$ cat config.mk
export PLATFORM = sky130hd
export DESIGN_NAME = hsga_back
export DESIGN_NICKNAME = d
export VERILOG_FILES = /design/src/rtl/hsga_pkg.sv /design/src/rtl/hsga_back.sv
export SDC_FILE = /design/constraint.sdc
export NUM_CORES = 2
export LEC_CHECK = 0
export BUFFER_PORTS_ARGS = -buffer_cell sky130_fd_sc_hd__buf_2
export CORE_MARGIN = 2
export CORE_UTILIZATION = 55
export DETAILED_ROUTE_END_ITERATION = 8
export MAX_ROUTING_LAYER = met4
export PLACE_DENSITY_LB_ADDON = 0.08
export SLEW_MARGIN = 20
export SYNTH_ARGS = -nofsm -noshare
export SYNTH_HDL_FRONTEND = slang
export SYNTH_SLANG_ARGS = --single-unit
export TNS_END_PERCENT = 20
$ cat constraint.sdc
create_clock -name clk -period 6.8 [get_ports clk]
set_input_delay 1.36 -clock clk [delete_from_list [all_inputs] [get_ports clk]]
set_output_delay 1.36 -clock clk [all_outputs]
set_load 0.01 [all_outputs]
$ cat src/rtl/hsga_pkg.sv
`default_nettype none

package hsga_pkg;

  localparam int POS_W     = 7;
  localparam int SIZE_W    = 7;
  localparam int STEP_W    = 32;
  localparam int MAG_W     = 52;
  localparam int SRC_W     = 24;
  localparam int DST_W     = 21;
  localparam int IDX_W     = 12;
  localparam int ABS_W     = 8;
  localparam int SQ_W      = 15;
  localparam int PROD_W    = SQ_W + STEP_W;
  localparam int DPART_W   = 14;
  localparam int TBL_N     = 256;
  localparam int TBL_W     = 8;
  localparam int OFF_BIAS  = 62;
  localparam int CFG_IDX_W = 3;

  localparam logic [TBL_W-1:0] U_BIAS   = 8'd63;
  localparam logic [TBL_W-1:0] OFF_ZERO = 8'd62;

  localparam int Q_DEPTH = 4;
  localparam int Q_PTR_W = 2;
  localparam int Q_CNT_W = 3;

  localparam logic [CFG_IDX_W-1:0] REG_SMALL_X = 3'd0;
  localparam logic [CFG_IDX_W-1:0] REG_SMALL_Y = 3'd1;
  localparam logic [CFG_IDX_W-1:0] REG_SMALL_Z = 3'd2;
  localparam logic [CFG_IDX_W-1:0] REG_X_STEP  = 3'd3;
  localparam logic [CFG_IDX_W-1:0] REG_Y_STEP  = 3'd4;
  localparam logic [CFG_IDX_W-1:0] REG_Z_STEP  = 3'd5;
  localparam logic [CFG_IDX_W-1:0] REG_SHELL_L = 3'd6;
  localparam logic [CFG_IDX_W-1:0] REG_SHELL_H = 3'd7;

  localparam logic [SIZE_W-1:0] SIZE_RST  = 7'd127;
  localparam logic [STEP_W-1:0] STEP_RST  = 32'd16777216;
  localparam logic [MAG_W-1:0]  SHELL_LRST = '0;
  localparam logic [MAG_W-1:0]  SHELL_HRST = '1;

  typedef struct packed {
    logic [SIZE_W-1:0] small_x;
    logic [SIZE_W-1:0] small_y;
    logic [SIZE_W-1:0] small_z;
    logic [STEP_W-1:0] x_step;
    logic [STEP_W-1:0] y_step;
    logic [STEP_W-1:0] z_step;
    logic [MAG_W-1:0]  shell_lo;
    logic [MAG_W-1:0]  shell_hi;
  } cfg_t;

  typedef struct packed {
    logic [IDX_W-1:0]         ix;
    logic [IDX_W-1:0]         iy;
    logic [IDX_W-1:0]         iz;
    logic                     conj;
    logic [POS_W-1:0]         px;
    logic [POS_W-1:0]         py;
    logic [POS_W-1:0]         pz;
    logic [SIZE_W-1:0]        sy;
    logic [SIZE_W-1:0]        sz;
    logic [ABS_W-1:0]         ax;
    logic [ABS_W-1:0]         ay;
    logic [ABS_W-1:0]         az;
    logic signed [POS_W-1:0]  cx;
    logic signed [POS_W-1:0]  cy;
    logic signed [POS_W-1:0]  cz;
  } entry_t;

endpackage

`default_nettype wire

$ cat src/rtl/hsga_back.sv
`default_nettype none

module hsga_back
  import hsga_pkg::*;
#(
  parameter int FFT_Y = 256,
  parameter int FFT_Z = 256
) (
  input  wire logic   clk,
  input  wire logic   rst_n,
  input  wire cfg_t   cfg,
  input  wire logic   q_valid,
  output logic        q_ready,
  input  wire entry_t q_data,
  output logic        out_valid,
  input  wire logic   out_ready,
  output logic [SRC_W-1:0]        source_index,
  output logic                    conjugate,
  output logic [DST_W-1:0]        dest_index,
  output logic [MAG_W-1:0]        mag_sq,
  output logic                    in_shell,
  output logic signed [POS_W-1:0] centred_x,
  output logic signed [POS_W-1:0] centred_y,
  output logic signed [POS_W-1:0] centred_z
);

  localparam logic [SRC_W-1:0] ROW_Y  = SRC_W'(FFT_Y);
  localparam logic [SRC_W-1:0] ROW_Z  = SRC_W'(FFT_Z / 2 + 1);

  logic v1_r, v2_r, v3_r, v4_r;
  logic en1, en2, en3, en4;

  // stage 1: squares and inner address terms
  logic [SQ_W-1:0]          s1_sqx_r, s1_sqy_r, s1_sqz_r;
  logic [SRC_W-1:0]         s1_src_r;
  logic [DPART_W-1:0]       s1_dst_r;
  logic [IDX_W-1:0]         s1_iz_r;
  logic [POS_W-1:0]         s1_pz_r;
  logic [SIZE_W-1:0]        s1_sz_r;
  logic                     s1_conj_r;
  logic signed [POS_W-1:0]  s1_cx_r, s1_cy_r, s1_cz_r;

  // stage 2: step products and final addresses
  logic [PROD_W-1:0]        s2_px_r, s2_py_r, s2_pz_r;
  logic [SRC_W-1:0]         s2_src_r;
  logic [DST_W-1:0]         s2_dst_r;
  logic                     s2_conj_r;
  logic signed [POS_W-1:0]  s2_cx_r, s2_cy_r, s2_cz_r;

  // stage 3: magnitude sum
  logic [MAG_W-1:0]         s3_mag_r;
  logic [SRC_W-1:0]         s3_src_r;
  logic [DST_W-1:0]         s3_dst_r;
  logic                     s3_conj_r;
  logic signed [POS_W-1:0]  s3_cx_r, s3_cy_r, s3_cz_r;

  assign en4 = !v4_r || out_ready;
  assign en3 = !v3_r || en4;
  assign en2 = !v2_r || en3;
  assign en1 = !v1_r || en2;

  assign q_ready   = en1;
  assign out_valid = v4_r;

  always_ff @(posedge clk) begin
    if (!rst_n) begin
      v1_r <= 1'b0;
      v2_r <= 1'b0;
      v3_r <= 1'b0;
      v4_r <= 1'b0;
    end else begin
      if (en1) v1_r <= q_valid;
      if (en2) v2_r <= v1_r;
      if (en3) v3_r <= v2_r;
      if (en4) v4_r <= v3_r;
    end
  end

  always_ff @(posedge clk) begin
    if (en1) begin
      s1_sqx_r  <= SQ_W'(q_data.ax) * SQ_W'(q_data.ax);
      s1_sqy_r  <= SQ_W'(q_data.ay) * SQ_W'(q_data.ay);
      s1_sqz_r  <= SQ_W'(q_data.az) * SQ_W'(q_data.az);
      s1_src_r  <= SRC_W'(q_data.iy) + SRC_W'(q_data.ix) * ROW_Y;
      s1_dst_r  <= DPART_W'(q_data.py) + DPART_W'(q_data.sy) * DPART_W'(q_data.px);
      s1_iz_r   <= q_data.iz;
      s1_pz_r   <= q_data.pz;
      s1_sz_r   <= q_data.sz;
      s1_conj_r <= q_data.conj;
      s1_cx_r   <= q_data.cx;
      s1_cy_r   <= q_data.cy;
      s1_cz_r   <= q_data.cz;
    end
    if (en2) begin
      s2_px_r   <= PROD_W'(s1_sqx_r) * PROD_W'(cfg.x_step);
      s2_py_r   <= PROD_W'(s1_sqy_r) * PROD_W'(cfg.y_step);
      s2_pz_r   <= PROD_W'(s1_sqz_r) * PROD_W'(cfg.z_step);
      s2_src_r  <= SRC_W'(s1_iz_r) + s1_src_r * ROW_Z;
      s2_dst_r  <= DST_W'(s1_pz_r) + DST_W'(s1_sz_r) * DST_W'(s1_dst_r);
      s2_conj_r <= s1_conj_r;
      s2_cx_r   <= s1_cx_r;
      s2_cy_r   <= s1_cy_r;
      s2_cz_r   <= s1_cz_r;
    end
    if (en3) begin
      s3_mag_r  <= MAG_W'(s2_px_r) + MAG_W'(s2_py_r) + MAG_W'(s2_pz_r);
      s3_src_r  <= s2_src_r;
      s3_dst_r  <= s2_dst_r;
      s3_conj_r <= s2_conj_r;
      s3_cx_r   <= s2_cx_r;
      s3_cy_r   <= s2_cy_r;
      s3_cz_r   <= s2_cz_r;
    end
    if (en4) begin
      mag_sq       <= s3_mag_r;
      in_shell     <= (s3_mag_r >= cfg.shell_lo) && (s3_mag_r < cfg.shell_hi);
      source_index <= s3_src_r;
      dest_index   <= s3_dst_r;
      conjugate    <= s3_conj_r;
      centred_x    <= s3_cx_r;
      centred_y    <= s3_cy_r;
      centred_z    <= s3_cz_r;
    end
  end

endmodule

`default_nettype wire

## Yosys cells after proc, flatten, opt, wreduce, memory -nomap -nowiden

Index checks and enable logic that the tools add are counted.

| operators by class | value |
|---|---|
| add/sub/neg operators | 6 |
| $mul | 9 |
| div/mod/pow operators | 0 |
| order comparisons | 2 |
| equal/unequal tests | 0 |
| shift-type cells | 0 |
| mux-type cells | 0 |
| bitwise operators | 0 |
| reductions and logical operators | 9 |

Operators by type and width:

| kind | number |
|---|---|
| multiplier 15 x 32 -> 47 bit | 3 |
| >= comparator 52 bit | 1 |
| < comparator 52 bit | 1 |
| adder 48 x 47 -> 49 bit | 1 |
| adder 47 x 47 -> 48 bit | 1 |
| multiplier 8 x 8 -> 15 bit | 3 |
| adder 12 x 24 -> 24 bit | 1 |
| multiplier 24 x 8 -> 24 bit, second input constant | 1 |
| adder 12 x 20 -> 21 bit | 1 |
| adder 7 x 21 -> 21 bit | 1 |
| multiplier 7 x 14 -> 21 bit | 1 |
| adder 7 x 14 -> 14 bit | 1 |
| multiplier 7 x 7 -> 14 bit | 1 |
| zero test 1 bit | 4 |
| logical OR 1 bit | 4 |
| logical AND 1 bit | 1 |

| word-level totals | value |
|---|---|
| bits in registers | 582 |
| bits in latches | 0 |
| bits in writable memories | 0 |
| ROM bits | 0 |
| input bits | 342 |
| output and inout port bits | 122 |
| logic and storage cells | 66 |
| memories | 0 |

## Longest topological paths before layout

| depth | value |
|---|---|
| depth after elaboration | 5 |
| depth in mapped cells | 25 |

## Worst setup path before layout

OpenSTA, ideal clock, no wires.

| timing path | value |
|---|---|
| path kind | input -> register |
| start | input cfg[143] (netlist name) |
| end | register s2_py_r[41] (data pin) |
| setup time | 0.256 ns |
| arrival | 7.094 ns |
| data required time | 6.544 ns |
| setup slack | -0.550 ns |
| stages on the path | 24 |
| buffers on the path | 1 |
| cells stage by stage | clkbuf_1 and2_1 fa_1 inv_1 fa_1 inv_1 fa_1 inv_1 fa_1 inv_1 fa_1 inv_1 fa_1 inv_1 ha_1 a21oi_1 o21ai_0 nor3_1 a21o_2 a211oi_2 o31ai_4 a21oi_2 or4_1 and4_1 |

| between the ends | value |
|---|---|
| longest elaborated chain between the ends | 1 |

RTL lines:

| what | RTL line | text |
|---|---|---|
| start, declared | hsga_back.sv:11 | `input wire cfg_t cfg,` |
| multiplier 15 x 32 -> 47 bit | hsga_back.sv:96 | `s2_py_r <= PROD_W'(s1_sqy_r) * PROD_W'(cfg.y_step);` |
| end signal, assigned | hsga_back.sv:96 |  |
| end, declared | hsga_back.sv:44 | `logic [PROD_W-1:0] s2_px_r, s2_py_r, s2_pz_r;` |

No other way between the ends.
A chain may end at the register's enable or synchronous reset.

## Final worst setup path

| timing path | value |
|---|---|
| start | input cfg[147] (netlist name) |
| end | register s2_py_r[41] (data pin) |

The elaborated chain is that of the path after synthesis.

==> qor.log <==
INFO  detailed_routing routed-via-count=56500
INFO  timing         worst_clock_skew=54.0ps
INFO  timing         holdWs=415ps
INFO  synth          synthesis.instances=7876
INFO  timing         finalCritPeriodShare=1.01
INFO  placement      place.gp.congestion=0.919
INFO  final_layout   layout-drive-gt1-share=0.153
INFO  synth          synthesis.area_per_instance=10.1squm
INFO  status         failed_checks=setup timing
INFO  detailed_routing routed_wire_length_per_instance=18.2um
INFO  floorplan      starting_density_of_the_core=0.554
INFO  status         status=complete, but fails checks
INFO  clock_tree     tritoncts=yes
INFO  floorplan      io-pin-count=464
INFO  worst_setup_path crit_path_max_fanout=10
INFO  timing         worst_slack=-67.8ps
INFO  floorplan      core_region_area=143000squm
INFO  detailed_routing avgViaCountPerCell=5.28
INFO  timing         fin_crit=6870ps
INFO  clock_tree     clk-insertion-delay-late=700ps
INFO  timing         grt_setup_unrepaired=true
INFO  worst_setup_path reg2regPathDepth=26
INFO  final_layout   final_net_count=11200
INFO  clock_tree     max-clock-path-buffers=3
INFO  timing         timing_max_transition_violations_final=0
INFO  clock_tree     tritoncts.num_buffers=71
INFO  final_layout   filler_free_cell_count_of_the_finished_design=10700
INFO  floorplan      core.rowCount=139
INFO  final_layout   fillers=11900
INFO  detailed_routing detail_route.wirelength=195000um
INFO  clock_tree     clock_tree.htree_level_count=3
INFO  timing         worst_pin_slew=1090ps
INFO  detailed_routing drt_iter0_markers=2945
INFO  detailed_routing antenna_left=0
INFO  hold_path      holdCritPathClass=reg2reg
INFO  global_routing first_global_vias=60600
INFO  detailed_routing dr.pass1.iters=6
INFO  placement      port_buffers=439
INFO  floorplan      die_area=147000squm
INFO  synth          netlist_area=79300squm
INFO  synth          synth_edf_count=566
INFO  placement      hpwl=164000um
INFO  timing         finalHoldViolations=0
INFO  timing         slew-limit-headroom=0.271
INFO  hold_path      whs_path_depth=0
INFO  floorplan      die_h=384um
INFO  floorplan      die_x=384um
INFO  synth          ys_types=84
INFO  synth          synthArstFlopShare=0
INFO  timing         max_freq=146MHz
INFO  synth          ys_seq_area_frac=0.215
INFO  clock_tree     clk_transition_reported_paths=60ps
INFO  placement      placed_cells=10500
INFO  final_layout   leading_cell_type_in_the_layout_fill_and_taps_excluded=inv_1
INFO  worst_setup_path worst_setup_path_end_kind=flip-flop
INFO  synth          ys.warnings.count=0
INFO  global_routing grt_antenna_before_repair=16
INFO  clock_tree     cts_sinks=570
INFO  placement      placement.setup.worst_slack=-944ps
INFO  worst_setup_path worstSetupStartpointType=primary input
INFO  global_routing largest_net_degree_at_the_start_of_global_routing=78
INFO  global_routing track_usage=0.284
INFO  timing         setup_viol_count_final=2
INFO  worst_setup_path critPathRequiredTime=7260ps
INFO  final_layout   flow.area_growth_from_synthesis=15.3%
INFO  run            cap_viol_max_count=0
INFO  global_routing grt_pass1_wl=320000um
INFO  synth          synth_top_flop_cell=edfxtp_1
INFO  worst_setup_path crit_arrival=7320ps
INFO  global_routing global_route.overflow_total=0
INFO  synth          ys_ff_latch=570
INFO  final_layout   mostFrequentLayoutCells=inv_1, fa_1, and2_1
INFO  worst_setup_path critPathKind=in2reg
INFO  clock_tree     clock-root-buffer=clkbuf_16
INFO  detailed_routing dr_drc_count=0
cells by family after synthesis:
logic type	count (synthesis)	share of synthesized area
adders and majority gates	2105	0.455
other	1	0.0000473
AOI/OAI and AO/OA	822	0.0683
and+or+nand+nor	2162	0.139
xor gates and xnor gates	253	0.0279
buffers and inverters	1952	0.0927
muxes	11	0.00147
DFF	570	0.215
cell usage after synthesis (8+ instances only):
| cell | count | area share |
|---|---|---|
| inv_1 | 1674 | 0.079 |
| fa_1 | 1299 | 0.33 |
| and2_1 | 894 | 0.071 |
| nand2_1 | 816 | 0.039 |
| ha_1 | 806 | 0.13 |
| edfxtp_1 | 566 | 0.21 |
| clkbuf_1 | 266 | 0.013 |
| a21oi_1 | 264 | 0.017 |
| xnor2_1 | 173 | 0.019 |
| a21o_1 | 162 | 0.015 |
| nor2_1 | 141 | 0.0067 |
| o21ai_0 | 115 | 0.0073 |
| xor2_1 | 80 | 0.0088 |
| nand3_1 | 61 | 0.0038 |
| nor2b_1 | 46 | 0.0036 |
| nor3_1 | 46 | 0.0029 |
| o21bai_1 | 45 | 0.0043 |
| nand4_1 | 41 | 0.0032 |
| nand2b_1 | 32 | 0.0025 |
| a211oi_1 | 29 | 0.0027 |
| and3_1 | 29 | 0.0023 |
| a31oi_1 | 26 | 0.0021 |
| o21a_1 | 25 | 0.0024 |
| o211ai_1 | 18 | 0.0017 |
| or3_1 | 15 | 0.0012 |
| a311oi_1 | 13 | 0.0014 |
| o31ai_1 | 12 | 0.0011 |
| a2111oi_0 | 11 | 0.0012 |
| a21boi_0 | 9 | 0.00085 |
| or2_2 | 9 | 0.00071 |
| and4_1 | 8 | 0.00088 |
| o41ai_1 | 8 | 0.00088 |
worst max-delay path, cell delays in order:
cell,delay [ps]
clkbuf_4,190
buf_4,160
nand2_1,70
fa_1,480
inv_1,50
fa_1,470
fa_1,520
fa_1,520
fa_1,550
inv_2,50
fa_1,510
inv_2,50
ha_4,250
a211oi_4,240
o21ai_2,100
o2111a_2,300
o31ai_4,280
a211oi_4,90
o31ai_4,330
a21oi_2,110
or4_1,470
and4_1,160
layout make-up:
class,instances,area [sq um],area share
Inverter,1674,6300,0.0688
Sequential cell,570,17100,0.187
Clock inverter,49,618,0.00676
Clock buffer,78,1800,0.0197
Antenna cell,16,40.0,0.000438
Timing Repair Buffer,1034,7420,0.0811
Multi-Input combinational cell,5359,55800,0.610
Tap cell,1903,2380,0.0260
flip-flops by register name, indices dropped and copies added (netlist names), 12 cells and up:
register	flops
source_index	24
s3_mag_r	49
s2_pz_r	47
s2_px_r	47
s2_src_r	24
mag_sq	49
s1_sqy_r	14
s1_dst_r	14
s1_iz_r	12
s1_sqx_r	14
dest_index	21
s1_sqz_r	14
s1_src_r	21
s3_dst_r	21
s2_py_r	47
s3_src_r	24
s2_dst_r	21
final timing paths:
check / from / end / slack, ps
max reg2reg: s1_sqx_r[3]$_DFFE_PP_ / s2_px_r[45]$_DFFE_PP_ / 140
min: s2_src_r[4]$_DFFE_PP_ / s3_src_r[4]$_DFFE_PP_ / 420
min reg2reg: s2_src_r[4]$_DFFE_PP_ / s3_src_r[4]$_DFFE_PP_ / 420
max: cfg[147] / s2_py_r[41]$_DFFE_PP_ / -70
stage by stage:
step / utilization / setup TNS, ps / instance area (sq um)
finish: 0.638 / -83.6 / 91500
global route: 0.638 / -1970 / 91500
CTS: 0.631 / -69.2 / 90400
detailed placement: 0.614 / -45190 / 87900
global placement: 0.614 / -42360 / 87900
floorplan: - / -2210 / 79700
layer usage:
| layer | wire length [um] | vias to the layer above | GRT usage |
|---|---|---|---|
| met1 | 82600 | 28500 | 0.365 |
| met4 | 5660 | 0 | 0.0790 |
| li1 | - | 26300 | - |
| met2 | 96300 | 1345 | 0.473 |
| met3 | 10200 | 301 | 0.0371 |
| met5 | 0 | - | - |
what timing repair did:
action	in CTS	in global routing
gates resized for setup	16	224
hold buffers	0	0
setup endpoints to repair	23	56
pin swaps	9	103
setup buffers	0	24
Power is not shown: default switching activity piles up to over one toggle a cycle in this logic, so the estimate is an artifact.
