--- config.mk ---
export PLATFORM = sky130hd
export DESIGN_NAME = hsga_front
export DESIGN_NICKNAME = d
export VERILOG_FILES = /design/src/rtl/hsga_pkg.sv /design/src/rtl/hsga_wrap.sv /design/src/rtl/hsga_front.sv
export SDC_FILE = /design/constraint.sdc
export NUM_CORES = 1
export LEC_CHECK = 0
export ABC_CLOCK_PERIOD_IN_PS = 5600
export BUFFER_PORTS_ARGS = -buffer_cell sky130_fd_sc_hd__clkbuf_2
export CORE_ASPECT_RATIO = 0.9
export CORE_MARGIN = 2
export CORE_UTILIZATION = 25
export DETAILED_ROUTE_END_ITERATION = 6
export PLACE_DENSITY = 0.67
export SLEW_MARGIN = 30
export SYNTH_ARGS = -nofsm -noshare
export SYNTH_HDL_FRONTEND = slang
export SYNTH_HIERARCHICAL = 1
export SYNTH_SLANG_ARGS = --single-unit
--- constraint.sdc ---
create_clock -name vclk -period 5.6
set_input_delay 1.12 -clock vclk [all_inputs]
set_output_delay 1.12 -clock vclk [all_outputs]
set_load 0.02 [all_outputs]
--- src/rtl/hsga_pkg.sv ---
`default_nettype none

package hsga_pkg;

  localparam int POS_W     = 7;
  localparam int SIZE_W    = 7;
  localparam int STEP_W    = 32;
  localparam int MAG_W     = 52;
  localparam int SRC_W     = 24;
  localparam int DST_W     = 21;
  localparam int IDX_W     = 12;
  localparam int ABS_W     = 8;
  localparam int SQ_W      = 15;
  localparam int PROD_W    = SQ_W + STEP_W;
  localparam int DPART_W   = 14;
  localparam int TBL_N     = 256;
  localparam int TBL_W     = 8;
  localparam int OFF_BIAS  = 62;
  localparam int CFG_IDX_W = 3;

  localparam logic [TBL_W-1:0] U_BIAS   = 8'd63;
  localparam logic [TBL_W-1:0] OFF_ZERO = 8'd62;

  localparam int Q_DEPTH = 4;
  localparam int Q_PTR_W = 2;
  localparam int Q_CNT_W = 3;

  localparam logic [CFG_IDX_W-1:0] REG_SMALL_X = 3'd0;
  localparam logic [CFG_IDX_W-1:0] REG_SMALL_Y = 3'd1;
  localparam logic [CFG_IDX_W-1:0] REG_SMALL_Z = 3'd2;
  localparam logic [CFG_IDX_W-1:0] REG_X_STEP  = 3'd3;
  localparam logic [CFG_IDX_W-1:0] REG_Y_STEP  = 3'd4;
  localparam logic [CFG_IDX_W-1:0] REG_Z_STEP  = 3'd5;
  localparam logic [CFG_IDX_W-1:0] REG_SHELL_L = 3'd6;
  localparam logic [CFG_IDX_W-1:0] REG_SHELL_H = 3'd7;

  localparam logic [SIZE_W-1:0] SIZE_RST  = 7'd127;
  localparam logic [STEP_W-1:0] STEP_RST  = 32'd16777216;
  localparam logic [MAG_W-1:0]  SHELL_LRST = '0;
  localparam logic [MAG_W-1:0]  SHELL_HRST = '1;

  typedef struct packed {
    logic [SIZE_W-1:0] small_x;
    logic [SIZE_W-1:0] small_y;
    logic [SIZE_W-1:0] small_z;
    logic [STEP_W-1:0] x_step;
    logic [STEP_W-1:0] y_step;
    logic [STEP_W-1:0] z_step;
    logic [MAG_W-1:0]  shell_lo;
    logic [MAG_W-1:0]  shell_hi;
  } cfg_t;

  typedef struct packed {
    logic [IDX_W-1:0]         ix;
    logic [IDX_W-1:0]         iy;
    logic [IDX_W-1:0]         iz;
    logic                     conj;
    logic [POS_W-1:0]         px;
    logic [POS_W-1:0]         py;
    logic [POS_W-1:0]         pz;
    logic [SIZE_W-1:0]        sy;
    logic [SIZE_W-1:0]        sz;
    logic [ABS_W-1:0]         ax;
    logic [ABS_W-1:0]         ay;
    logic [ABS_W-1:0]         az;
    logic signed [POS_W-1:0]  cx;
    logic signed [POS_W-1:0]  cy;
    logic signed [POS_W-1:0]  cz;
  } entry_t;

endpackage

`default_nettype wire

--- src/rtl/hsga_wrap.sv ---
`default_nettype none

module hsga_wrap
  import hsga_pkg::*;
#(
  parameter int N = 256
) (
  input  wire logic [TBL_W-1:0] u,
  output logic [IDX_W-1:0]      idx,
  output logic [IDX_W-1:0]      idx_mirror
);

  localparam int IW = $clog2(N);

  logic [IW-1:0] tbl [TBL_N];
  logic [IW-1:0] hit;
  logic [IW-1:0] neg;

  // entry g holds (g - bias) mod N
  for (genvar g = 0; g < TBL_N; g++) begin : g_tbl
    localparam int OFF = g - OFF_BIAS;
    localparam int R   = ((OFF % N) + N) % N;
    assign tbl[g] = IW'(R);
  end

  assign hit = tbl[u];
  assign neg = (hit == '0) ? '0 : (IW'(N) - hit);

  assign idx        = IDX_W'(hit);
  assign idx_mirror = IDX_W'(neg);

endmodule

`default_nettype wire

--- src/rtl/hsga_front.sv ---
`default_nettype none

module hsga_front
  import hsga_pkg::*;
#(
  parameter int FFT_X     = 256,
  parameter int FFT_Y     = 256,
  parameter int FFT_Z     = 256,
  parameter int MAX_SMALL = 127
) (
  input  wire cfg_t             cfg,
  input  wire logic [POS_W-1:0] pos_x,
  input  wire logic [POS_W-1:0] pos_y,
  input  wire logic [POS_W-1:0] pos_z,
  output entry_t                entry
);

  localparam logic [SIZE_W-1:0] SIZE_CAP =
    (MAX_SMALL > 127) ? 7'd127 : SIZE_W'(MAX_SMALL);
  localparam logic [IDX_W-1:0] Z_HALF = IDX_W'(FFT_Z / 2);

  logic [SIZE_W-1:0] sx, sy, sz;
  logic [SIZE_W-2:0] hx, hy, hz;
  logic [TBL_W-1:0]  ux, uy, uz;
  logic [IDX_W-1:0]  wx, wy, wz, mx, my, mz;
  logic              conj;

  assign sx = (cfg.small_x > SIZE_CAP) ? SIZE_CAP : cfg.small_x;
  assign sy = (cfg.small_y > SIZE_CAP) ? SIZE_CAP : cfg.small_y;
  assign sz = (cfg.small_z > SIZE_CAP) ? SIZE_CAP : cfg.small_z;

  assign hx = sx[SIZE_W-1:1];
  assign hy = sy[SIZE_W-1:1];
  assign hz = sz[SIZE_W-1:1];

  // biased offset, pos - half + 1 + bias
  assign ux = {1'b0, pos_x} + U_BIAS - {2'b00, hx};
  assign uy = {1'b0, pos_y} + U_BIAS - {2'b00, hy};
  assign uz = {1'b0, pos_z} + U_BIAS - {2'b00, hz};

  hsga_wrap #(.N(FFT_X)) u_wrap_x (.u(ux), .idx(wx), .idx_mirror(mx));
  hsga_wrap #(.N(FFT_Y)) u_wrap_y (.u(uy), .idx(wy), .idx_mirror(my));
  hsga_wrap #(.N(FFT_Z)) u_wrap_z (.u(uz), .idx(wz), .idx_mirror(mz));

  // upper z half is not stored, take the mirrored point
  assign conj = (wz > Z_HALF);

  always_comb begin
    entry.ix   = conj ? mx : wx;
    entry.iy   = conj ? my : wy;
    entry.iz   = conj ? mz : wz;
    entry.conj = conj;
    entry.px   = pos_x;
    entry.py   = pos_y;
    entry.pz   = pos_z;
    entry.sy   = sy;
    entry.sz   = sz;
    entry.ax   = (ux >= OFF_ZERO) ? (ux - OFF_ZERO) : (OFF_ZERO - ux);
    entry.ay   = (uy >= OFF_ZERO) ? (uy - OFF_ZERO) : (OFF_ZERO - uy);
    entry.az   = (uz >= OFF_ZERO) ? (uz - OFF_ZERO) : (OFF_ZERO - uz);
    entry.cx   = pos_x - {1'b0, hx};
    entry.cy   = pos_y - {1'b0, hy};
    entry.cz   = pos_z - {1'b0, hz};
  end

endmodule

`default_nettype wire

# Word-level counts from Yosys, hierarchy flattened
# Memories as Yosys holds them, arrays and structs flattened.
# Index checks and enable logic that the tools add are counted.
# totals
register_bits	0
latch_bits	0
ramBits	0
romBits	6144
out_inout_bits	117
elab_cells	55
mem_count	3
# classes
add_sub_neg	18
mul	0
n_div	0
n_lt_le_gt_ge	10
n_eq_ne	0
n_shift	0
n_mux	18
bitwise_logic	3
n_reduce_logical	3
# mem_list
name	depth	width	rd	rd_ports_with_merged_regs	wr	line_no	rtl
(name not given)	256	8	1	0	0	hsga_wrap.sv:26	assign hit = tbl[u];
(name not given)	256	8	1	0	0	hsga_wrap.sv:26	
(name not given)	256	8	1	0	0	hsga_wrap.sv:26	
# op_table
op	n
$mux 8	15
$ge 9x9->1 const B	3
$not 8->9	3
$add 7x6->8 const B	3
$ge 8x6->1 const B	3
$logic_not 8->1	3
$sub 1x8->8 const A	3
$sub 6x8->8 const A	3
$sub 8x6->8	3
$sub 8x6->8 const B	3
$gt 7x7->1 const B	3
$mux 7	3
$sub 7x6->7	3
$gt 8x8->1 const B	1

# Longest topological paths before layout
# Gate-level depths: netlist (run 1).
# depth
depth_word	10
depth_mapped	20
mapped_depth_nobuf	19

# Cells and area by module
# The synthesis (run 1) kept the hierarchy.
# by_module_without_submodules
module	n_inst	cells_per_inst	area_each_um2
hsga_front	1	406	3249.4
hsga_wrap at u_wrap_y	1	82	569.3
hsga_wrap at u_wrap_x	1	82	559.3
hsga_wrap at u_wrap_z	1	69	461.7

# Least setup slack after synthesis (run 1)
# Ideal clock, no wire load.
# synth_timing
kind	input -> output
startpoint	in cfg[202] (netlist name)
endpoint	out entry[100] (netlist name)
t_arrival_ns	4.612
setup_slack_ns	-0.132
stages	16
path_buffers	3
path_cell_list	inv_1 > ha_1 > ha_1 > inv_1 > fa_1 > xnor2_1 > and3_1 > buf_4 > nand2_1 > a21oi_1 > nor4_1 > nand2_1 > a21o_1 > clkbuf_1 > clkbuf_1 > mux2_2
# synth_rtl
item	line_no	rtl
start, declared	hsga_front.sv:11	input wire cfg_t cfg,
end, declared	hsga_front.sv:15	output entry_t entry

==> results of run 1 <==
==> metrics by stage <==
| step | utilization | setup TNS [ps] |
|---|---|---|
| 2_1_floorplan | - | 0 |
| 3_3_place_gp | 0.313 | -877 |
| 3_5_place_dp | 0.313 | -836 |
| 4_1_cts | 0.315 | -24.0 |
| 5_1_grt | 0.341 | -461 |
| 6_report | 0.341 | 0 |
==> power groups by stage <==
stage / Clock [mW] / Sequential, mW / Combinational, mW
floorplan: 0 / 0 / 1.06
global placement: 0 / 0 / 1.45
detailed placement: 0 / 0 / 1.47
CTS: 0 / 0 / 1.49
global route: 0 / 0 / 1.74
finish: 0 / 0 / 1.59
==> worst min path at each step <==
stage                   from   endpoint  depth (start not counted)
floorplan           pos_z[0]  entry[59]                          1
global placement    cfg[207]  entry[52]                          0
detailed placement  cfg[207]  entry[52]                          0
CTS                 cfg[207]  entry[52]                          0
global route        cfg[207]  entry[52]                          0
finish              cfg[200]  entry[45]                          0
==> synthesized netlist by cell type, types with 9 or more instances <==
library cell and count:
nand2_1 33, mux2i_1 9, nor2b_1 12, fa_1 15
a31oi_1 13, mux2_2 33, xnor2_1 36, nand2b_1 9
o21ai_0 19, nor2_1 49, ha_1 66, buf_4 54
a21o_1 9, a21oi_1 23, clkbuf_1 24, nand3_1 11
inv_1 68, xor2_1 12
==> what timing repair did <==
item / in CTS / in global routing
buffers inserted: 0 / 17
endpoints found under the setup margin: 16 / 25
gates cloned: 0 / 2
hold buffers: 0 / 0
gates resized for setup: 11 / 87
pin swaps: 1 / 25
==> final cells by class <==
type	instances	area, um2	share of cell area
inverter	68	258	0.0395
timing repair buffer	232	1510	0.232
multi-input combinational	506	4440	0.680
tap	250	313	0.0480
==> logic make-up after synthesis <==
| logic type | Yosys count | share of synthesized area |
|---|---|---|
| AO/OA/AOI/OAI | 131 | 0.207 |
| adder cells (fa/ha/maj) | 83 | 0.237 |
| XOR/XNOR | 52 | 0.100 |
| other | 3 | 0.00233 |
| buffers and inverters | 154 | 0.167 |
| multiplexers | 42 | 0.0954 |
| AND/OR/NAND/NOR | 174 | 0.191 |
==> layer usage <==
metal,part of all wire,GRT usage,vias up
met5,0,0,-
met4,0.013,0.0208,0
li1,-,-,2447
met2,0.48,0.202,113
met3,0.046,0.00940,4
met1,0.46,0.165,2251
==> placed cells by master, fill, tap and decap left out, types with 13 or more instances in the layout <==
cell type / count
inv_1: 65
xnor2_1: 31
o21ai_0: 16
nand2_1: 32
conb_1: 24
buf_4: 85
nor2_1: 45
a31oi_1: 13
a21oi_1: 19
clkbuf_2: 130
ha_1: 53
mux2_2: 29
==> reports/qor.yml, run 1 <==
placed_design:
  pre_cts_slack_ps: -197
  place_hpwl_um: 11200
  gp_congestion: 0.836
  portBuffers: 142
  place_inst: 1038
  placed_area_mm2: 0.00597
power:
  p_seq_frac: 0
  total_power_mw: 1.59
  pwr-share-clk: 0
  power_density_mw_per_mm2: 244
  cellInternalPower_mw: 0.682
  swShare: 0.571
  p_sw_mw: 0.909
  p_comb_frac: 1.000
  power.leakage_nw: 3.24
  ir_drop_mv: 0.154
routing:
  ant_nets: 0
  drc: 0
  via_count: 4815
  vias_per_cell: 4.56
  wl_per_cell_um: 13.0
  drt-total-wl_um: 13700
  drt_iter0_markers: 128
  dr.pass1.iters: 6
final_layout:
  drive_above_1_share: 0.432
  final_area_mm2: 0.00652
  diodes: 0
  nClkBuffers: 0
  fillers: 2057
  areaGrowthSynthToFinish_pct: 34.7
  stdcell_count: 1056
  nFlopsAndLatches: 0
  register_area_um2: 0
  fin_nets: 1131
yosys:
  synth_area_mm2: 0.00484
  synth_area_leaders: "ha_1, buf_4, mux2_2"
  synth-seq-area-share: 0
  yosys.area.top_type: "ha_1"
  syn_inst: 639
  ys_warn_count: 6
  avgSynthCellArea_um2: 7.57
  yosysTopAreaCellShare: 0.171
  synth_cell_types: 77
timing:
  max_slew.worst_pin.slew_ps: 561
  layout_setup_ws_ps: 134
  slew_violations: 0
  hold_violations: 0
  setup_viol: 0
  max_freq_ghz: 0.183
  slew_headroom: 0.622
  hold_slack_ps: 2240
  period_needed_ps: 5470
  post-route-period-util: 0.976
critical_path:
  end_kind: "primary output"
  critPathLaunchType: "input port"
  worst_path_largest_cell_delay_ps: 480
  path_cells: "clkbuf_2 -> inv_1 -> ha_2 -> fa_1 -> or2_4 -> o311ai_2 -> buf_4 -> nand2b_1 -> a21o_1 -> nor2_1 -> buf_4 -> and3_4 -> nor2_2 -> nor3_1 -> nand2_1 -> a21o_1 -> buf_6 -> clkbuf_16 -> mux2_4 -> buf_6"
  crit_end: "entry[107]"
  worst_ep_required_time_ps: 4480
  crit_path_top_delay_cell: "fa_1"
  worstPathArrival_ps: 4350
  path_class: "input port to primary output"
  path_buf_inv: 7
  path_depth: 20
  crit_start: "cfg[204]"
  critPathMaxFanout: 6
  cp_top_family: "buffers and inverters"
global_routing:
  grt_pass1_wl_um: 20200
  track_usage: 0.118
  overflow: 0
  grt_start_max_net_pins: 27
  antenna_found_initial: 0
  grt_pass1_vias: 4156
floorplanning:
  core_mm2: 0.0191
  die_h_um: 136
  die_w_um: 151
  start_util: 0.253
  die_area_mm2: 0.0205
  core.rowCount: 48
  ios: 359
worst_hold_path:
  hold_class: "input port to primary output"
job:
  max-cap-violations: 0
status:
  status: "completed"
(Power assumes the default switching activity.)
==> run 2, diff against run 1 <==
- CORE_ASPECT_RATIO: 0.9 -> default
==> reports/qor.yml, run 2 (same netlist as run 1, synthesis figures left out) <==
global_routing:
  grt_start_max_net_pins: 22  # was 27
  overflow: 0  # unchanged
  track_usage: 0.120  # was 0.118
  grt_pass1_vias: 4313  # was 4156
  antenna_found_initial: 7  # was 0
  grt_pass1_wl_um: 20600  # was 20200 um
routing:
  drt-met1-wl_um: 6110  # was 6380 um
  top_layer: "met5"  # was met4
  drt_iter0_markers: 159  # was 128
  ant_nets: 0  # unchanged
  met3_wirelength_um: 1410  # was 629 um
  dr.pass1.iters: 4  # was 6
  dr_wl_met2_um: 6160  # was 6540 um
  drc: 0  # unchanged
  via_count: 4824  # was 4815
  vias_per_cell: 4.51  # was 4.56
  drt-total-wl_um: 13800  # was 13700 um
  wl_per_cell_um: 12.9  # was 13.0 um
final_layout:
  fillers: 1941  # was 2057
  stdcell_count: 1070  # was 1056
  nClkBuffers: 0  # unchanged
  nFlopsAndLatches: 0  # unchanged
  register_area_um2: 0  # unchanged
  fin_nets: 1132  # was 1131
  drive_above_1_share: 0.440  # was 0.432
  areaGrowthSynthToFinish_pct: 35.5  # was 34.7%
  layout_commonest_cell: "clkbuf_2"  # unchanged
  layout_common_cells: "clkbuf_2, buf_4, inv_1"  # unchanged
  fin_util: 0.348  # was 0.341
  final_area_mm2: 0.00656  # was 0.00652 mm2
worst_hold_path:
  min-delay-start: "cfg[200]"  # unchanged
  hold_class: "input port to primary output"  # unchanged
critical_path:
  critPathMaxFanout: 4  # was 6
  worst_ep_required_time_ps: 4480  # about the same
  crit_start: "cfg[208]"  # was cfg[204]
  crit_end: "entry[97]"  # was entry[107]
  worstPathArrival_ps: 4410  # was 4350 ps
  end_kind: "primary output"  # unchanged
  critPathLaunchType: "input port"  # unchanged
  path_class: "input port to primary output"  # unchanged
timing:
  layout_setup_ws_ps: 65.7  # was 134 ps
  hold_violations: 0  # unchanged
  fin_tns_setup_ps: 0  # unchanged
  max_slew.worst_pin.slew_ps: 571  # was 561 ps
  post-route-period-util: 0.988  # was 0.976
  slew_violations: 0  # unchanged
  setup_viol: 0  # unchanged
  max_freq_ghz: 0.181  # was 0.183 GHz
  period_needed_ps: 5530  # was 5470 ps
  slew_headroom: 0.615  # was 0.622
  hold_slack_ps: 2240  # about the same
  rsz0062_at_grt: "true"
job:
  max-cap-violations: 0  # unchanged
placed_design:
  pre_cts_slack_ps: -238  # was -197 ps
  gp_congestion: 0.853  # was 0.836
  place_hpwl_um: 11200  # about the same
  placed_area_mm2: 0.00599  # was 0.00597 mm2
  portBuffers: 142  # unchanged
  place_inst: 1050  # was 1038
power:
  swShare: 0.569  # was 0.571
  p_sw_mw: 0.916  # was 0.909 mW
  pwr-share-clk: 0  # about the same
  p_seq_frac: 0  # about the same
  p_comb_frac: 1.000  # about the same
  power_density_mw_per_mm2: 246  # was 244 mW/mm2
  power.leakage_nw: 3.24  # about the same
  total_power_mw: 1.61  # was 1.59 mW
  ir_drop_mv: 0.145  # was 0.154 mV
  cellInternalPower_mw: 0.695  # was 0.682 mW
floorplanning:
  ios: 359  # unchanged
  core_mm2: 0.0188  # was 0.0191 mm2
  die_area_mm2: 0.0205  # about the same
  start_util: 0.257  # was 0.253
  die_w_um: 143  # was 151 um
  core.rowCount: 50  # was 48
  die_h_um: 143  # was 136 um
status:
  status: "completed"  # unchanged
[run 2: cell types whose count changed in the layout (fill, tap and decap cells not counted), moves of 3 or more]
cell | before | now
buf_6 | 7 | 16
clkbuf_2 | 130 | 125
diode_2 | 0 | 3
inv_1 | 65 | 62
inv_2 | 2 | 5
[run 2: per-layer routing]
| metal | global-route usage | vias to the layer above |
|---|---|---|
| met1 | 0.154 | 2198 |
| li1 | - | 2457 |
| met4 | 0.00782 | 8 |
| met3 | 0.0463 | 12 |
| met5 | 0 | - |
| met2 | 0.199 | 149 |
[run 2: critical path, stage by stage]
cell and delay (ps):
clkbuf_2 90, inv_1 40, ha_1 210, ha_4 180, fa_2 390, nor2b_4 140
buf_6 110, o31ai_4 260, xnor2_2 160, inv_1 70, and3_4 150, and2_4 150
nor2_1 80, a21o_1 170, ha_4 180, nand2b_4 70, buf_4 130, o31ai_1 220
o21ai_1 90, mux2_4 270, buf_6 130
[run 2: how the worst min path moves through the flow]
stage	to	cells past startpoint
after global placement	entry[52]	0
after floorplan	entry[59]	1
final	entry[45]	0
after global routing	entry[52]	0
after CTS	entry[52]	0
after detailed placement	entry[52]	0
[run 2: timing repair]
action	CTS	global route
cloned	0	2
setup buffers	2	13
pin swaps	1	21
setup endpoints to repair	17	25
resized for setup	11	111
hold buffers	0	0
[run 2: area by class of cell]
class / instances / area, um2 / area share
diodes: 3 / 7.51 / 0.00114
inverters: 68 / 258 / 0.0393
multi-input cells: 506 / 4430 / 0.676
well taps: 260 / 325 / 0.0496
repair buffers: 233 / 1540 / 0.234
[run 2: power by group through the flow]
stage,sequential (mW),combinational [mW],clock [mW]
2_1_floorplan,0,1.06,0
3_3_place_gp,0,1.45,0
3_5_place_dp,0,1.46,0
4_1_cts,0,1.49,0
5_1_grt,0,1.76,0
6_report,0,1.61,0.0000000718
