[config.mk]
export PLATFORM = sky130hd
export DESIGN_NAME = hsga_queue
export DESIGN_NICKNAME = d
export VERILOG_FILES = /design/src/rtl/hsga_pkg.sv /design/src/rtl/hsga_queue.sv
export SDC_FILE = /design/constraint.sdc
export NUM_CORES = 1
export LEC_CHECK = 0
export ABC_AREA = 0
export BUFFER_PORTS_ARGS = -buffer_cell sky130_fd_sc_hd__buf_2
export CELL_PAD_IN_SITES_DETAIL_PLACEMENT = 0
export CELL_PAD_IN_SITES_GLOBAL_PLACEMENT = 1
export CORE_ASPECT_RATIO = 1.75
export CORE_MARGIN = 1.5
export CORE_UTILIZATION = 45
export CTS_CLUSTER_SIZE = 10
export DETAILED_ROUTE_END_ITERATION = 6
export PLACE_DENSITY = 0.71
export SETUP_SLACK_MARGIN = 0.15
export SLEW_MARGIN = 40
export SYNTH_ARGS = -nofsm -noshare
export SYNTH_HDL_FRONTEND = slang
export SYNTH_SLANG_ARGS = --single-unit
[constraint.sdc]
create_clock -name clk -period 11.11 [get_ports clk]
set_clock_uncertainty 0.15 [all_clocks]
set_input_delay 2.222 -clock clk [delete_from_list [all_inputs] [get_ports clk]]
set_output_delay 2.222 -clock clk [all_outputs]
set_load 0.02 [all_outputs]
[src/rtl/hsga_pkg.sv]
`default_nettype none

package hsga_pkg;

  localparam int POS_W     = 7;
  localparam int SIZE_W    = 7;
  localparam int STEP_W    = 32;
  localparam int MAG_W     = 52;
  localparam int SRC_W     = 24;
  localparam int DST_W     = 21;
  localparam int IDX_W     = 12;
  localparam int ABS_W     = 8;
  localparam int SQ_W      = 15;
  localparam int PROD_W    = SQ_W + STEP_W;
  localparam int DPART_W   = 14;
  localparam int TBL_N     = 256;
  localparam int TBL_W     = 8;
  localparam int OFF_BIAS  = 62;
  localparam int CFG_IDX_W = 3;

  localparam logic [TBL_W-1:0] U_BIAS   = 8'd63;
  localparam logic [TBL_W-1:0] OFF_ZERO = 8'd62;

  localparam int Q_DEPTH = 4;
  localparam int Q_PTR_W = 2;
  localparam int Q_CNT_W = 3;

  localparam logic [CFG_IDX_W-1:0] REG_SMALL_X = 3'd0;
  localparam logic [CFG_IDX_W-1:0] REG_SMALL_Y = 3'd1;
  localparam logic [CFG_IDX_W-1:0] REG_SMALL_Z = 3'd2;
  localparam logic [CFG_IDX_W-1:0] REG_X_STEP  = 3'd3;
  localparam logic [CFG_IDX_W-1:0] REG_Y_STEP  = 3'd4;
  localparam logic [CFG_IDX_W-1:0] REG_Z_STEP  = 3'd5;
  localparam logic [CFG_IDX_W-1:0] REG_SHELL_L = 3'd6;
  localparam logic [CFG_IDX_W-1:0] REG_SHELL_H = 3'd7;

  localparam logic [SIZE_W-1:0] SIZE_RST  = 7'd127;
  localparam logic [STEP_W-1:0] STEP_RST  = 32'd16777216;
  localparam logic [MAG_W-1:0]  SHELL_LRST = '0;
  localparam logic [MAG_W-1:0]  SHELL_HRST = '1;

  typedef struct packed {
    logic [SIZE_W-1:0] small_x;
    logic [SIZE_W-1:0] small_y;
    logic [SIZE_W-1:0] small_z;
    logic [STEP_W-1:0] x_step;
    logic [STEP_W-1:0] y_step;
    logic [STEP_W-1:0] z_step;
    logic [MAG_W-1:0]  shell_lo;
    logic [MAG_W-1:0]  shell_hi;
  } cfg_t;

  typedef struct packed {
    logic [IDX_W-1:0]         ix;
    logic [IDX_W-1:0]         iy;
    logic [IDX_W-1:0]         iz;
    logic                     conj;
    logic [POS_W-1:0]         px;
    logic [POS_W-1:0]         py;
    logic [POS_W-1:0]         pz;
    logic [SIZE_W-1:0]        sy;
    logic [SIZE_W-1:0]        sz;
    logic [ABS_W-1:0]         ax;
    logic [ABS_W-1:0]         ay;
    logic [ABS_W-1:0]         az;
    logic signed [POS_W-1:0]  cx;
    logic signed [POS_W-1:0]  cy;
    logic signed [POS_W-1:0]  cz;
  } entry_t;

endpackage

`default_nettype wire

[src/rtl/hsga_queue.sv]
`default_nettype none

module hsga_queue
  import hsga_pkg::*;
(
  input  wire logic   clk,
  input  wire logic   rst_n,
  input  wire logic   push_valid,
  output logic        push_ready,
  input  wire entry_t push_data,
  output logic        pop_valid,
  input  wire logic   pop_ready,
  output entry_t      pop_data
);

  entry_t               mem_r [Q_DEPTH];
  logic [Q_PTR_W-1:0]   wr_ptr_r, wr_ptr_nxt;
  logic [Q_PTR_W-1:0]   rd_ptr_r, rd_ptr_nxt;
  logic [Q_CNT_W-1:0]   count_r, count_nxt;
  logic                 push, pop;

  assign push_ready = (count_r != Q_CNT_W'(Q_DEPTH));
  assign pop_valid  = (count_r != '0);
  assign pop_data   = mem_r[rd_ptr_r];

  assign push = push_valid && push_ready;
  assign pop  = pop_valid && pop_ready;

  always_comb begin
    wr_ptr_nxt = push ? wr_ptr_r + 1'b1 : wr_ptr_r;
    rd_ptr_nxt = pop ? rd_ptr_r + 1'b1 : rd_ptr_r;
    count_nxt  = count_r + Q_CNT_W'(push) - Q_CNT_W'(pop);
  end

  always_ff @(posedge clk) begin
    if (!rst_n) begin
      wr_ptr_r <= '0;
      rd_ptr_r <= '0;
      count_r  <= '0;
    end else begin
      wr_ptr_r <= wr_ptr_nxt;
      rd_ptr_r <= rd_ptr_nxt;
      count_r  <= count_nxt;
    end
  end

  always_ff @(posedge clk) begin
    if (push) begin
      mem_r[wr_ptr_r] <= push_data;
    end
  end

endmodule

`default_nettype wire

### After elaboration in Yosys (flattened, before gate mapping)

Memories as Yosys holds them, arrays and structs flattened. A register that Yosys moved wholly into a read port is not among the register bits.
Index checks and enable logic that the tools add are counted.

* add/subtract/negate cells: 4
* multipliers: 0
* divide/modulo/power cells: 0
* order comparisons: 0
* eq/ne operators: 1
* shift operators: 0
* muxes and demuxes: 4
* bitwise logic cells: 0
* reductions and logical operators: 3

Operators by type and width (number)
* $add 2x1->2 const B: 2
* $mux 2: 2
* $add 3x1->3: 1
* $ne 3x3->1 const B: 1
* $reduce_bool 3->1: 1
* $sub 3x1->3: 1
* $logic_and 1x1->1: 2
* $mux 1: 2

* flip-flop bits (word level): 7
* latch bits: 0
* memory bits (writable): 468
* ROM bits: 0
* logic and storage cells: 16
* memories kept: 1

Memories
* mem_r: words 4, bits a word 117, read ports 1, clocked after Yosys merged registers in 1, wr ports 1, line hsga_queue.sv:16 `entry_t mem_r [Q_DEPTH];`

### Longest topological paths before layout

Gate-level depths: netlist of the first run.

* word-level depth: 4
* depth in mapped cells: 11
* gate-level depth less buffers: 11

### Least setup slack after synthesis of the first run

No wires, ideal clock.

* kind: in2reg
* start point: input push_valid
* end point: memory mem_r[0][0] (netlist bit), enable pin
* setup time: 0.490 ns
* arrival: 5.350 ns
* data required time: 10.470 ns
* path slack: 5.121 ns
* stages on the path: 2
* cell sequence: a21boi_1 -> and2_1

* word-level cells in the longest chain between the ends: 3

RTL lines
* start, declared: line hsga_queue.sv:8 `input wire logic push_valid,`
* $logic_and 1x1->1: line hsga_queue.sv:26 `assign push = push_valid && push_ready;`
* $mux 1: line hsga_queue.sv:48 `if (push) begin`
* $mux 1 (not written as such): line hsga_queue.sv:49 `mem_r[wr_ptr_r] <= push_data;`
* end, declared: line hsga_queue.sv:16

No other way between the ends.

==> metrics, run 1 <==
status completed; # IOs 240; fraction of registers with async set/reset 0; Slew Viols, Final 0; Setup Fix Bufs, Post-CTS 0; hold path cells 2; die height 262.5 um; Worst slew margin 0.4569; Compound-Gate Fraction of Synth Area 0.001445; top cell type's share of synthesized area 0.8117; Die W 151.3 um; net count after synthesis 787; Peak VDD IR 0.0001569 V; nets@finish 1067; final global-route overflow total 0; LEAKAGE 6.851 nW; Root Driver clkbuf_16; Slew @ Worst Pin 814.6 ps; RR Startpoint count_r[1]; Mapped Avg Cell Area 26.27 um2; Reg-to-Reg End mem_r[2][102]; vias per cell 5.364; WHS 344.7 ps; area share of fa/ha/maj cells after synthesis 0.005493; Post-Synth XOR/XNOR Area 0.002024; Total Routing Usage GR 0.1691; H-tree lvl count 2; Syn Std Cell Area 17310 um2; Unique masters post-synth 20; port bufs 239; R2R setup slack 7830 ps; WP data arrival 2910 ps; largest net degree at the start of global routing 77; Setup CP Type reg2out; Synth Area in Simple Gates 0.005276; endpoint class of the critical path primary output; Critical Path Fanout Max 49; layout cells sized above 1 0.4491; Num CTS Buffers 53; f_max 189.3 MHz; critical path required time 8740 ps; post-CTS sizing 0; GP Congestion 0.7174; fin util 0.5461; Post-synth top cells edfxtp_1, mux4_2, buf_2, dfxtp_1, clkbuf_1; Final setup viols 0; # DRC 0; top cells by area, synth edfxtp_1, mux4_2, dfxtp_1, ha_1, buf_2; vias in the first global route 8420; core area 37750 um2; final hold vios 0; Via Count 7761; antenna violations before repair 6; Power per Cell Area 237.1 nW/um2; main flop type after synthesis edfxtp_1; Syn-to-layout area delta 19.08%; die area 39700 um2; drt first-iter violations 361; max capacitance violation total 0; CTS Sinks 477; mux cell area share after synthesis 0.1534; Ys Warns 0; RSZ-0062 raised after global routing false; Hold-fix buffers, CTS 0; TritonRoute pass-1 iters 5; Routed Wire Length 32930 um; main combinational cell family by area after synthesis multiplexers; Rows 94; type of the tightest min-delay check reg2reg; HPWL after detailed placement 20270 um; clock-pin slew on the worst setup and hold paths 50 ps; final worst path period share 0.4754; Yosys reg bits 477; Mapped Cells 659; Routed Antenna Nets 0; R2R depth 6; clock buffer depth 3; setup TNS 0 ps; first-pass GRT wire length 49440 um; sequential fraction of the synthesis area 0.8221; top cell type by total area after synthesis edfxtp_1; most numerous cell in the Yosys netlist edfxtp_1; CP Launch Type flip-flop; initial core utilization 0.4586; CTS tree built; Post-synth EDFFs 468; Final Critical Period 5281 ps; Worst Hold End wr_ptr_r[0]; drt wl/cell 22.76 um; Hold Crit Start wr_ptr_r[0]; Clock Latency Late Sink 560 ps
[through the flow]
stage | setup WS (ps) | total power, mW | std cells | cell area, um2
finish | 5829 | 4.888 | 1447 | 20620
global route | 5554 | 5.090 | 1447 | 20620
CTS | 5678 | 4.969 | 1442 | 20600
detailed placement | 5999 | 3.458 | 1364 | 19130
global placement | 5867 | 3.436 | 1360 | 19040
floorplan | 5121 | 3.078 | 659 | 17310
[routing by layer]
metal / global-route usage / part of all wire / up-vias / wire, um
met1: 0.2000 / 0.37 / 4070 / 12060
met5: 0 / 0.00046 / - / 15
met2: 0.2918 / 0.54 / 220 / 17750
li1: - / - / 3391 / -
met3: 0.03385 / 0.052 / 78 / 1709
met4: 0.08056 / 0.042 / 2 / 1399
[registers in the layout, indices dropped and copies added, names as in the netlist, named ones only]
signal / count
mem_r: 468
count_r: 3
rd_ptr_r: 2
wr_ptr_r: 2
[layout make-up]
cell class              count  area (um2)
flip-flops and latches    477       14240
inverters                   5       18.77
repair buffers            252        1363
clock inverters             2       13.76
clock buffers              76        1455
well taps                 480       600.6
fillers                  2906       17140
diodes                      5       12.51
multi-input cells         150        2912
[kinds of logic after synthesis]
family,Yosys count
AO/OA/AOI/OAI,3
XOR/XNOR,4
adder cells (fa/ha/maj),7
buffers and inverters,32
flip-flops,477
multiplexers,119
AND/OR/NAND/NOR,17
[cell usage in the layout, fill, tap and decap left out]
cell / count
mux2i_1: 2
o311ai_0: 1
nor2b_1: 3
nor2_1: 1
or3_1: 1
dfxtp_4: 2
clkinv_2: 1
inv_6: 1
buf_4: 5
ha_1: 6
edfxtp_1: 468
and2_1: 3
clkbuf_16: 55
and2_4: 4
dfxtp_1: 7
inv_1: 5
buf_2: 239
buf_12: 4
clkbuf_1: 21
a21boi_1: 1
mux4_2: 117
fa_1: 1
diode_2: 5
xnor2_1: 4
buf_8: 1
buf_6: 3
nand2_1: 5
o31a_1: 1
[worst max-delay path by stage]
stage | from | to | slack (ps)
finish | flip-flop | pop_data[95] | 5830
global placement | flip-flop | pop_data[4] | 5870
detailed placement | push_valid | mem_r[2][82] | 6000
floorplan | push_valid | mem_r[0][0] | 5120
global route | flip-flop | pop_data[4] | 5550
CTS | flip-flop | pop_data[4] | 5680
[power by group]
part	switching, mW	internal (mW)	leakage, nW
clock	0.617	0.891	0.711
combinational	0.666	0.468	1.78
sequential	0.0638	2.18	4.36
total	1.35	3.54	6.85
[worst max-delay path: stages, from the launching register on]
cell and delay [ps]:
dfxtp_4 620, buf_12 280, buf_6 570, mux4_2 610, buf_2 180
Note: power is estimated with default switching activity, not from simulation.
==> run 2: changes to the inputs <==
--- a/config.mk
+++ b/config.mk
@@ -5,16 +5,16 @@
 export SDC_FILE = /design/constraint.sdc
 export NUM_CORES = 1
 export LEC_CHECK = 0
-export ABC_AREA = 0
+export ABC_AREA = 1
 export BUFFER_PORTS_ARGS = -buffer_cell sky130_fd_sc_hd__buf_2
 export CELL_PAD_IN_SITES_DETAIL_PLACEMENT = 0
 export CELL_PAD_IN_SITES_GLOBAL_PLACEMENT = 1
 export CORE_ASPECT_RATIO = 1.75
 export CORE_MARGIN = 1.5
-export CORE_UTILIZATION = 45
+export CORE_UTILIZATION = 43
 export CTS_CLUSTER_SIZE = 10
 export DETAILED_ROUTE_END_ITERATION = 6
-export PLACE_DENSITY = 0.71
+export PLACE_DENSITY = 0.75
 export SETUP_SLACK_MARGIN = 0.15
 export SLEW_MARGIN = 40
 export SYNTH_ARGS = -nofsm -noshare
==> constraint.sdc (replaced) <==
create_clock -name clk -period 4.6 [get_ports clk]
set_clock_uncertainty 0.15 [all_clocks]
set_input_delay 0.92 -clock clk [delete_from_list [all_inputs] [get_ports clk]]
set_output_delay 0.92 -clock clk [all_outputs]
set_load 0.02 [all_outputs]
==> metrics, run 2 <==
Peak VDD IR 0.0004449 V (was 0.0001569 V); die height 272.1 um (was 262.5 um); endpoint class of the critical path primary output (unchanged); RSZ-0062 raised after global routing false (unchanged); WP data arrival 2380 ps (was 2910 ps); Slew Viols, Final 0 (unchanged); Logic pwr share 0.245 (was 0.232); Slew @ Worst Pin 750.9 ps (was 814.6 ps); antenna violations before repair 12 (was 6); first-pass GRT wire length 59240 um (was 49440 um); biggest regs mem_r: 468 flops, count_r: 3 flops (unchanged); fraction of registers with async set/reset 0 (unchanged); Final Critical Period 3454 ps; core area 40830 um2 (was 37750 um2); CTS tree built (unchanged); Clock power frac 0.305 (was 0.308); Final setup viols 0 (unchanged); Clock Latency Late Sink 570 ps (was 560 ps); # DRC 0 (unchanged); Routed Wire Length 40060 um (was 32930 um); GP Congestion 0.7228 (was 0.7174); Post-synth EDFFs 468 (unchanged); Worst slew margin 0.4994 (was 0.4569); main flop type after synthesis edfxtp_1 (unchanged); Largest Register mem_r (unchanged); layout cells sized above 1 0.2210 (was 0.4491); Syn Std Cell Area 17790 um2 (was 17310 um2); drt first-iter violations 674 (was 361); Critical Path Fanout Max 68 (was 49); Num CTS Buffers 53 (unchanged); top cell type by total area after synthesis edfxtp_1 (unchanged); Largest register FFs 468 (unchanged); non-filler instance count after layout 2014 (was 1447); Total Routing Usage GR 0.1853 (was 0.1691); vias in the first global route 10876 (was 8420); HPWL after detailed placement 22620 um (was 20270 um); Post-synth top cells edfxtp_1, nor2_1, o21ai_0, o22ai_1, o21ai_1 (was edfxtp_1, mux4_2, buf_2, dfxtp_1, clkbuf_1); f_max 289.6 MHz; setup TNS 0 ps (unchanged); clock-pin slew on the worst setup and hold paths 60 ps (was 50 ps); Mapped Avg Cell Area 14.88 um2 (was 26.27 um2); top cells by area, synth edfxtp_1, o21ai_0, nor2_1, o22ai_1, o21ai_1 (was edfxtp_1, mux4_2, dfxtp_1, ha_1, buf_2); # IOs 240 (unchanged); type of the tightest min-delay check reg2reg (unchanged); Setup CP Type reg2out (unchanged); top cell type's share of synthesized area 0.7898 (was 0.8117); port bufs 239 (unchanged); WHS 341.0 ps (was 344.7 ps); Yosys reg bits 477 (unchanged); Via Count 10677 (was 7761); critical path required time 3530 ps (was 8740 ps); initial core utilization 0.4358 (was 0.4586); Cell Int Power 8.259 mW (was 3.542 mW); max capacitance violation total 0 (unchanged); Mapped Cells 1196 (was 659); Rows 98 (was 94); largest net degree at the start of global routing 127 (was 77); die area 42660 um2 (was 39700 um2); Die W 156.8 um (was 151.3 um); post-CTS sizing 0 (unchanged); switching share of power 0.3119 (was 0.2754); sequential share of power 0.450 (was 0.460); drt wl/cell 19.89 um (was 22.76 um); Tot Pwr 12.00 mW (was 4.888 mW); CTS Sinks 477 (unchanged); status completed (unchanged); vias per cell 5.301 (was 5.364); final global-route overflow total 0 (unchanged); final hold vios 0 (unchanged); Net Switching 3.743 mW (was 1.346 mW); Hold-fix buffers, CTS 0 (unchanged); LEAKAGE 7.257 nW (was 6.851 nW); CP Launch Type flip-flop (unchanged); Ys Warns 0 (unchanged); Placed Cells 1928 (was 1364); final worst path period share 0.7508; Setup Fix Bufs, Post-CTS 0 (unchanged); most numerous cell in the Yosys netlist edfxtp_1 (unchanged); Routed Antenna Nets 0 (unchanged); Unique masters post-synth 21 (was 20); Power per Cell Area 572.3 nW/um2 (was 237.1 nW/um2); most frequent cells in the layout edfxtp_1, nor2_1, buf_2 (was edfxtp_1, buf_2, mux4_2); Syn-to-layout area delta 17.86% (was 19.08%); net count after synthesis 1324 (was 787); TritonRoute pass-1 iters 5 (unchanged); Root Driver clkbuf_16 (unchanged); H-tree lvl count 2 (unchanged); nets@finish 1561 (was 1067); commonest non-fill, non-tap cell in the layout edfxtp_1 (unchanged); sequential fraction of the synthesis area 0.7999 (was 0.8221); clock buffer depth 3 (unchanged)
## run 2: final timing paths
kind	endpoint	cells after the start	start	slack, ps
setup reg to reg	count_r[2]	10	count_r[1]	2110
hold / removal	flip-flop	2	rd_ptr_r[0]	340
setup / recovery	pop_data[64]	5	flip-flop	1150
hold reg to reg	flip-flop	2	rd_ptr_r[0]	340
## run 2: kinds of logic after synthesis
family | share of synthesized area
DFF | 0.7999
AOI/OAI and AO/OA | 0.1092
buffers and inverters | 0.03009
adders and majority gates | 0.005344
and+or+nand+nor | 0.05548
## run 2: power by group through the flow
| stage | clock (mW) | sequential (mW) | combinational (mW) |
|---|---|---|---|
| 2_1_floorplan | 0 | 5.50 | 1.95 |
| 3_3_place_gp | 0 | 5.47 | 2.95 |
| 3_5_place_dp | 0 | 5.49 | 2.99 |
| 4_1_cts | 3.75 | 5.40 | 3.00 |
| 5_1_grt | 3.92 | 5.43 | 3.20 |
| 6_report | 3.66 | 5.40 | 2.94 |
## run 2: cell type report
class,instances,area [um2]
clock inverter,2,12.51
antenna,7,17.52
fill,3381,19860
inverter,16,66.31
sequential,477,14240
multi-input combinational,627,3055
timing repair buffer,258,1433
clock buffer,77,1459
tap,550,688.2
## run 2: worst max-delay path, cell delays in order, from the launching register on
cell,delay (ps)
dfxtp_4,370
inv_6,400
buf_4,440
o21ai_0,120
o22ai_1,230
buf_2,220
## run 2: metal layers
layer	vias to the layer above	part of all wire	track usage
li1	4988	-	-
met1	5314	0.36	0.1855
met2	272	0.55	0.3525
met3	95	0.048	0.03898
met4	8	0.040	0.09549
met5	-	0.0013	0
## run 2: per-stage QoR
stage	area, um2	setup slack, ps	utilization
floorplan	17800	-124.7	-
global placement	19460	1766	0.4767
detailed placement	19480	1726	0.4772
CTS	20960	1107	0.5132
global route	20970	1029	0.5136
finish	20970	1146	0.5136
==> run 3: changes to the inputs <==
--- a/config.mk
+++ b/config.mk
@@ -11,7 +11,7 @@
 export CELL_PAD_IN_SITES_GLOBAL_PLACEMENT = 1
 export CORE_ASPECT_RATIO = 1.75
 export CORE_MARGIN = 1.5
-export CORE_UTILIZATION = 43
+export CORE_UTILIZATION = 45
 export CTS_CLUSTER_SIZE = 10
 export DETAILED_ROUTE_END_ITERATION = 6
 export PLACE_DENSITY = 0.75
==> constraint.sdc (replaced) <==
create_clock -name clk -period 3.33 [get_ports clk]
set_clock_uncertainty 0.15 [all_clocks]
set_input_delay 0.666 -clock clk [delete_from_list [all_inputs] [get_ports clk]]
set_output_delay 0.666 -clock clk [all_outputs]
set_load 0.02 [all_outputs]
==> metrics, run 3 (synthesis gave the netlist of run 2 again) <==
die height 266.1 um (was 272.1 um); CTS tree built (unchanged); CTS Sinks 477 (unchanged); core area 39160 um2 (was 40830 um2); port bufs 239 (unchanged); Peak VDD IR 0.0006288 V (was 0.0004449 V); type of the tightest min-delay check in2reg (was reg2reg); setup ws final 251.6 ps (was 1146 ps); Net Switching 5.189 mW (was 3.743 mW); final worst path period share 0.9244; Power per Cell Area 786.9 nW/um2 (was 572.3 nW/um2); LEAKAGE 7.287 nW (was 7.257 nW); max capacitance violation total 0 (unchanged); Final setup viols 0 (unchanged); final global-route overflow total 0 (unchanged); initial core utilization 0.4544 (was 0.4358); Syn-to-layout area delta 17.93% (was 17.86%); status completed (unchanged); Critical Path Fanout Max 140 (was 68); Final Critical Period 3078 ps; vias per cell 5.477 (was 5.301); sequential share of power 0.452 (was 0.450); first-pass GRT wire length 61840 um (was 59240 um); # IOs 240 (unchanged); largest net degree at the start of global routing 141 (was 127); WP data arrival 2260 ps (was 2380 ps); f_max 324.8 MHz; drt first-iter violations 631 (was 674); clock-pin slew on the worst setup and hold paths 60 ps (about the same); Placed Area 19560 um2 (was 19480 um2); GP Congestion 0.7766 (was 0.7228); final hold vios 0 (unchanged); biggest regs mem_r: 468 flops, count_r: 3 flops (unchanged); Setup CP Type reg2out (unchanged); Slew Viols, Final 0 (unchanged); nets@finish 1566 (was 1561); Clock Latency Late Sink 550 ps (was 570 ps); worst slack, placed 693.2 ps (was 1726 ps); CP Launch Type flip-flop (unchanged); Routed Antenna Nets 0 (unchanged); clock buffer depth 3 (unchanged); Largest register FFs 468 (unchanged); setup TNS 0 ps (unchanged); Logic pwr share 0.251 (was 0.245); # DRC 0 (unchanged); fin util 0.5359 (was 0.5136); Hold-fix buffers, CTS 0 (unchanged); Cell Int Power 11.32 mW (was 8.259 mW); vias in the first global route 10866 (was 10876); Num CTS Buffers 53 (unchanged); Worst slew margin 0.5313 (was 0.4994); Largest Register mem_r (unchanged); TritonRoute pass-1 iters 4 (was 5); layout cells sized above 1 0.2264 (was 0.2210); H-tree lvl count 2 (unchanged); endpoint class of the critical path primary output (unchanged); Routed Wire Length 40780 um (was 40060 um); fillers 3243 (was 3381); commonest non-fill, non-tap cell in the layout edfxtp_1 (unchanged); Rows 96 (was 98); antenna violations before repair 11 (was 12); most frequent cells in the layout edfxtp_1, nor2_1, buf_2 (unchanged); Clock power frac 0.297 (was 0.305); HPWL after detailed placement 23170 um (was 22620 um); RSZ-0062 raised after global routing false (unchanged); Slew @ Worst Pin 701.4 ps (was 750.9 ps); Total Routing Usage GR 0.1994 (was 0.1853); die area 40790 um2 (was 42660 um2); post-route cell area 20990 um2 (was 20970 um2); drt wl/cell 20.97 um (was 19.89 um); Via Count 10653 (was 10677); Die W 153.3 um (was 156.8 um); critical path required time 2510 ps (was 3530 ps); switching share of power 0.3142 (was 0.3119); Root Driver clkbuf_16 (unchanged)
[run 3: cell types whose count changed in the layout (fill, tap and decap cells not counted), moves of 2 or more]
cell,before,now
clkbuf_1,22,10
buf_12,6,17
buf_6,5,1
buf_4,8,5
clkbuf_16,55,53
nand2_1,13,11
nand2_2,0,2
[run 3: layout make-up]
type	instances	area, um2	share of cell area
timing repair buffer	263	1600	0.07626
clock inverter	3	21.27	0.001014
sequential	477	14240	0.6786
clock buffer	63	1364	0.06499
multi-input combinational	627	3060	0.1458
inverter	16	70.07	0.003339
antenna	6	15.01	0.0007155
tap	490	613.1	0.02922
[run 3: worst paths after layout]
check                                   start           end  slack, ps  cells past startpoint
worst min-delay path            push_data[30]  mem_r[2][30]        160                      1
worst max-delay path                flip-flop  pop_data[12]        250                      4
worst min register to register    rd_ptr_r[0]   rd_ptr_r[0]        340                      2
worst max register to register     count_r[1]    count_r[2]       1020                     10
[run 3: power groups by stage]
stage	Combinational [mW]	Sequential, mW	Clock [mW]
floorplan	2.71	7.56	0
global placement	4.12	7.58	0
detailed placement	4.18	7.60	0
CTS	4.21	7.47	5.03
global route	4.49	7.52	5.26
finish	4.14	7.47	4.90
[run 3: layer usage]
metal | vias to the layer above | track usage | wire (um)
met3 | 85 | 0.03725 | 2152
met4 | 6 | 0.08267 | 1297
met1 | 5276 | 0.2297 | 15660
li1 | 4975 | - | -
met2 | 311 | 0.3629 | 21640
met5 | - | 0 | 29
[run 3: critical path, cell delays in order (launching register included)]
cell     delay [ps]
dfxtp_4         410
buf_12          420
o21ai_0         190
o22ai_1         310
buf_2           240
[run 3: timing repair]
action / 4_1_cts / 5_1_grt
gates resized for setup: 1 / 1
endpoints found under the setup margin: 3 / 2
gates cloned: 0 / 0
setup buffers: 1 / 0
[run 3: stage by stage]
step,cells,hold WS (ps),power (mW)
floorplan,1196,298.1,10.27
global route,1944,137.2,17.27
CTS,1939,124.3,16.72
global placement,1872,319.0,11.70
finish,1945,160.1,16.51
detailed placement,1872,331.2,11.78
